<file path="src/rtl/etlu_pkg.sv">
// Shared types and constants for the embedding table lookup/update engine.
// Holds table geometry, arithmetic widths, action codes, register indices and payload structs. No dependencies.
`default_nettype none
package etlu_pkg;

  localparam int TABLE_ROWS  = 1024;
  localparam int EMBED_DIM   = 64;
  localparam int STORE_DEPTH = TABLE_ROWS * EMBED_DIM;
  localparam int ADDR_W      = (STORE_DEPTH > 1) ? $clog2(STORE_DEPTH) : 1;

  localparam int DATA_W = 16;
  localparam int FACT_W = 16;
  localparam int PROD_W = DATA_W + FACT_W + 1;
  localparam int FRAC_SHIFT = 14;
  localparam int SCALED_W = PROD_W - FRAC_SHIFT;
  localparam int SUM_W = SCALED_W + 1;

  localparam logic [2:0] ACT_LOOKUP     = 3'd0;
  localparam logic [2:0] ACT_ACCUM_GRAD = 3'd1;
  localparam logic [2:0] ACT_UPDATE_WT  = 3'd2;
  localparam logic [2:0] ACT_LOAD_WT    = 3'd3;
  localparam logic [2:0] ACT_READ_GRAD  = 3'd4;
  localparam logic [2:0] ACT_CLEAR_GRAD = 3'd5;

  localparam logic [7:0] REG_GRAD_SCALE    = 8'd0;
  localparam logic [7:0] REG_LEARNING_RATE = 8'd1;

  localparam logic [FACT_W-1:0] FACTOR_ONE = 16'd16384;

  typedef struct packed {
    logic [2:0]               action;
    logic [10:0]              row;
    logic [5:0]               column;
    logic signed [DATA_W-1:0] value;
  } in_item_t;

  typedef struct packed {
    logic signed [DATA_W-1:0] data;
    logic                     bad_row;
  } out_item_t;

  typedef struct packed {
    logic signed [DATA_W-1:0] data;
    logic                     weight_we;
    logic                     grad_we;
  } alu_res_t;

endpackage
`default_nettype wire

</file>
<file path="src/rtl/etlu_alu.sv">
// Element arithmetic: rounds factor*value to Q3.12, adds or subtracts, saturates,
// and picks the result and write enables per action. Depends on etlu_pkg.
`default_nettype none
module etlu_alu (
  input  wire logic [2:0]                             action,
  input  wire logic signed [etlu_pkg::DATA_W-1:0]     weight,
  input  wire logic signed [etlu_pkg::DATA_W-1:0]     grad,
  input  wire logic signed [etlu_pkg::DATA_W-1:0]     value,
  input  wire logic signed [etlu_pkg::PROD_W-1:0]     product,
  output etlu_pkg::alu_res_t                          res
);

  logic signed [etlu_pkg::PROD_W-1:0]   rounded;
  logic signed [etlu_pkg::SCALED_W-1:0] scaled;
  logic signed [etlu_pkg::SUM_W-1:0]    sum;
  logic signed [etlu_pkg::SUM_W-1:0]    base;
  logic signed [etlu_pkg::DATA_W-1:0]   sat;
  logic                                 subtract;

  localparam logic signed [etlu_pkg::SUM_W-1:0] MAX_V = etlu_pkg::SUM_W'(32767);
  localparam logic signed [etlu_pkg::SUM_W-1:0] MIN_V = -etlu_pkg::SUM_W'(32768);

  always_comb begin
    // add half an LSB, then arithmetic shift floors: ties go toward +inf
    rounded  = product + etlu_pkg::PROD_W'(8192);
    scaled   = etlu_pkg::SCALED_W'(rounded >>> etlu_pkg::FRAC_SHIFT);
    subtract = (action == etlu_pkg::ACT_UPDATE_WT);
    base     = subtract ? etlu_pkg::SUM_W'(weight) : etlu_pkg::SUM_W'(grad);
    if (subtract) begin
      sum = base - etlu_pkg::SUM_W'(scaled);
    end else begin
      sum = base + etlu_pkg::SUM_W'(scaled);
    end
    if (sum > MAX_V) begin
      sat = 16'sh7fff;
    end else if (sum < MIN_V) begin
      sat = -16'sh8000;
    end else begin
      sat = etlu_pkg::DATA_W'(sum);
    end

    res = '0;
    unique case (action)
      etlu_pkg::ACT_LOOKUP:     res.data = weight;
      etlu_pkg::ACT_ACCUM_GRAD: begin
        res.data    = sat;
        res.grad_we = 1'b1;
      end
      etlu_pkg::ACT_UPDATE_WT:  begin
        res.data      = sat;
        res.weight_we = 1'b1;
      end
      etlu_pkg::ACT_LOAD_WT:    begin
        res.data      = value;
        res.weight_we = 1'b1;
      end
      etlu_pkg::ACT_READ_GRAD:  res.data = grad;
      etlu_pkg::ACT_CLEAR_GRAD: res.grad_we = 1'b1;
      default:                  res.data = '0;
    endcase
  end

endmodule
`default_nettype wire

</file>
<file path="config.mk">
export PLATFORM = sky130hd
export DESIGN_NAME = etlu_alu
export DESIGN_NICKNAME = d
export VERILOG_FILES = /design/src/rtl/etlu_pkg.sv /design/src/rtl/etlu_alu.sv
export SDC_FILE = /design/constraint.sdc
export NUM_CORES = 1
export LEC_CHECK = 0
export BUFFER_PORTS_ARGS = -buffer_cell sky130_fd_sc_hd__buf_4
export CAP_MARGIN = 10
export CELL_PAD_IN_SITES_DETAIL_PLACEMENT = 0
export CELL_PAD_IN_SITES_GLOBAL_PLACEMENT = 2
export CORE_UTILIZATION = 30
export DETAILED_ROUTE_END_ITERATION = 12
export PLACE_DENSITY_LB_ADDON = 0.12
export SLEW_MARGIN = 20
export SYNTH_ARGS = -nofsm -noshare
export SYNTH_HDL_FRONTEND = slang
export SYNTH_SLANG_ARGS = --single-unit
</file>
<file path="constraint.sdc">
create_clock -name vclk -period 17.56
set_clock_uncertainty 0.2 [all_clocks]
set_input_delay 5.268 -clock vclk [all_inputs]
set_output_delay 5.268 -clock vclk [all_outputs]
set_load 0.05 [all_outputs]
</file>
==> out/results.txt <==
final setup fails -> 0
status -> complete, no violations
Post-Syn Instances -> 396
share of cells above drive strength 1 -> 28.9%
via count -> 3106
top-area cell type share of the netlist area -> 9.25%
synthesized area per cell -> 7.18 µm²
max incr delay on CP -> 0.54 ns
Startpoint Class -> input pin
Tmin final -> 15.67 ns
Fill cells -> 1000
die width -> 99.3 µm
largest net degree at the start of global routing -> 23
final instance area -> 3590 µm²
Fmax -> 0.0638 GHz
Max FO, Critical Path -> 13
die footprint -> 9860 µm²
CP arrival -> 10.21 ns
area grow syn2layout -> 26.2%
YS warnings -> 0
Post-Route Utilization -> 39.0%
sw frac -> 60.6%
Port Buffers -> 89
Psw -> 0.102 mW
CP cell instances -> buf_4 -> nand2_1 -> nor3_1 -> mux2_2 -> o31ai_2 -> nand4_1 -> o211ai_1 -> o311a_1 -> a31oi_1 -> xnor2_1 -> ha_1 -> o21a_1 -> o211ai_1 -> a21boi_0 -> o21ai_0 -> a22oi_1 -> xnor2_1 -> or4_1 -> a31o_2 -> o221ai_1 -> buf_4
hold-fix buffers at CTS -> 0
Die H -> 99.3 µm
Pins Over Slew Limit -> 0
PnR worst setup slack -> 1.89 ns
Seq. cell area -> 0 µm²
Worst Hold Class -> in2out
peak supply drop -> 0.0000132 V
syn nets -> 502
Int Power -> 0.0664 mW
sequential cell count -> 0
Worst Path Required -> 12.09 ns
most common cell in the netlist -> nand2_1
DR DRC count -> 0
Total GRT Usage -> 17.6%
Slew HR -> 29.0%
Post-Syn Area -> 2840 µm²
hpwl dp -> 7400 µm
CORE AREA -> 9200 µm²
CP startpoint -> product[15]
Starting DRT DRC Count -> 105
CP delay by family, top -> compound AO/OA/AOI/OAI gates
Buf/Inv on CP -> 2
unrepaired setup endpoints after global routing -> no
Placement Rows -> 35
Yosys cell types -> 68
post_cts resized -> 0
clkbuf count -> 0
Flop pwr share -> 0%
Diodes inserted -> 0
Power Density -> 47.0 nW/µm²
Tcrit/Tclk final -> 89.3%
Worst-Margin Slew -> 1.06 ns
number of post-CTS setup repair buffers -> 0
drt first pass iters -> 4
first-pass GRT wire length -> 14400 µm
antenna violations before repair -> 0
Starting Density -> 30.9%
Synth top cells by count -> nand2_1, xnor2_1, nor2_1
global route overflow -> 0
Leakage -> 1.53 nW
part of the power in the clock network -> 0%
hold_sp -> value[0]
DRT antenna net count -> 0
I/O Pins -> 102
biggest area consumer among synthesized cells -> ha_1
total wire length -> 8990 µm
Seq/Total Area, Yosys -> 0%
dpl cell area -> 3580 µm²
setup TNS -> 0 ns
post-DR vias/cell -> 5.37
Nets -> 575
WL per Instance -> 15.5 µm
Worst Setup Path Type -> in2out
Placement Setup Slack -> 1.88 ns
Critical Path End Type -> output port
gpl congestion -> 0.806
Max Cap Viol -> 0
dominant cells by area after synthesis -> ha_1, xnor2_1, nand2_1
slowest CP cell -> or4_1
number of global-route vias before repair -> 2979
Hold Fails Final Rpt -> 0
combinational power share -> 100.0%
==> per-layer routing <==
metal  vias to the layer above  GRT usage (%)  share of wire, %
li1                       1621              -                 -
met1                      1422           25.4                52
met2                        63           30.9                45
met3                         0          0.422               2.7
met4                         0              0                 0
met5                         -              0                 0
==> final cells by class <==
type	instances	area, µm²	area share (%)
Multi-Input combinational cell	365	2730	76.0
Timing Repair Buffer	90	676	18.8
Tap cell	111	139	3.87
Inverter	12	45.0	1.26
==> worst paths after layout <==
path | cells after the start | slack (ns) | end
max | 21 | 1.89 | res[7]
min | 3 | 10.73 | res[2]
==> power groups by stage <==
| stage | logic [mW] | registers (mW) | clock network [mW] |
|---|---|---|---|
| floorplan | 0.121 | 0 | 0 |
| global placement | 0.168 | 0 | 0 |
| detailed placement | 0.168 | 0 | 0 |
| CTS | 0.169 | 0 | 0 |
| global route | 0.184 | 0 | 0 |
| finish | 0.169 | 0 | 0 |
==> layout by cell type (no fill, tap or decap), types with 5 or more instances in the layout <==
cell      synthesis  layout
inv_1            12      12
a22oi_1          15      15
mux2_2           16      16
buf_4             0      90
nand2_1          62      62
a21oi_1          20      19
nand3_1           9       9
o21ai_0          13      13
mux2i_1           6       6
xor2_1           22      22
nor2_1           24      23
o221ai_2         10      10
o211ai_1          5       5
nand4_1           6       6
a21o_1            6       6
nand2b_1          8       8
nor2b_1           7       6
nor3_1            8       8
ha_1             21      21
and3_1            7       7
xnor2_1          30      30
==> kinds of logic (layout without fill, tap and decap cells) <==
kind of cell	Yosys count	count (layout)	synth area share, %
AOI/OAI and AO/OA	110	110	30.6
xor gates and xnor gates	52	52	16.0
adders and majority gates	22	22	9.95
buffers and inverters	31	102	4.62
muxes	22	22	8.45
and+or+nand+nor	159	159	30.3
==> stage by stage <==
step	power, mW	instances	hold slack [ns]
6_report	0.169	578	10.73
5_1_grt	0.184	578	10.74
4_1_cts	0.169	578	10.72
3_5_place_dp	0.168	578	10.72
3_3_place_gp	0.168	578	10.72
2_1_floorplan	0.121	396	10.52
No activity file was read; power rests on OpenSTA's default activity.
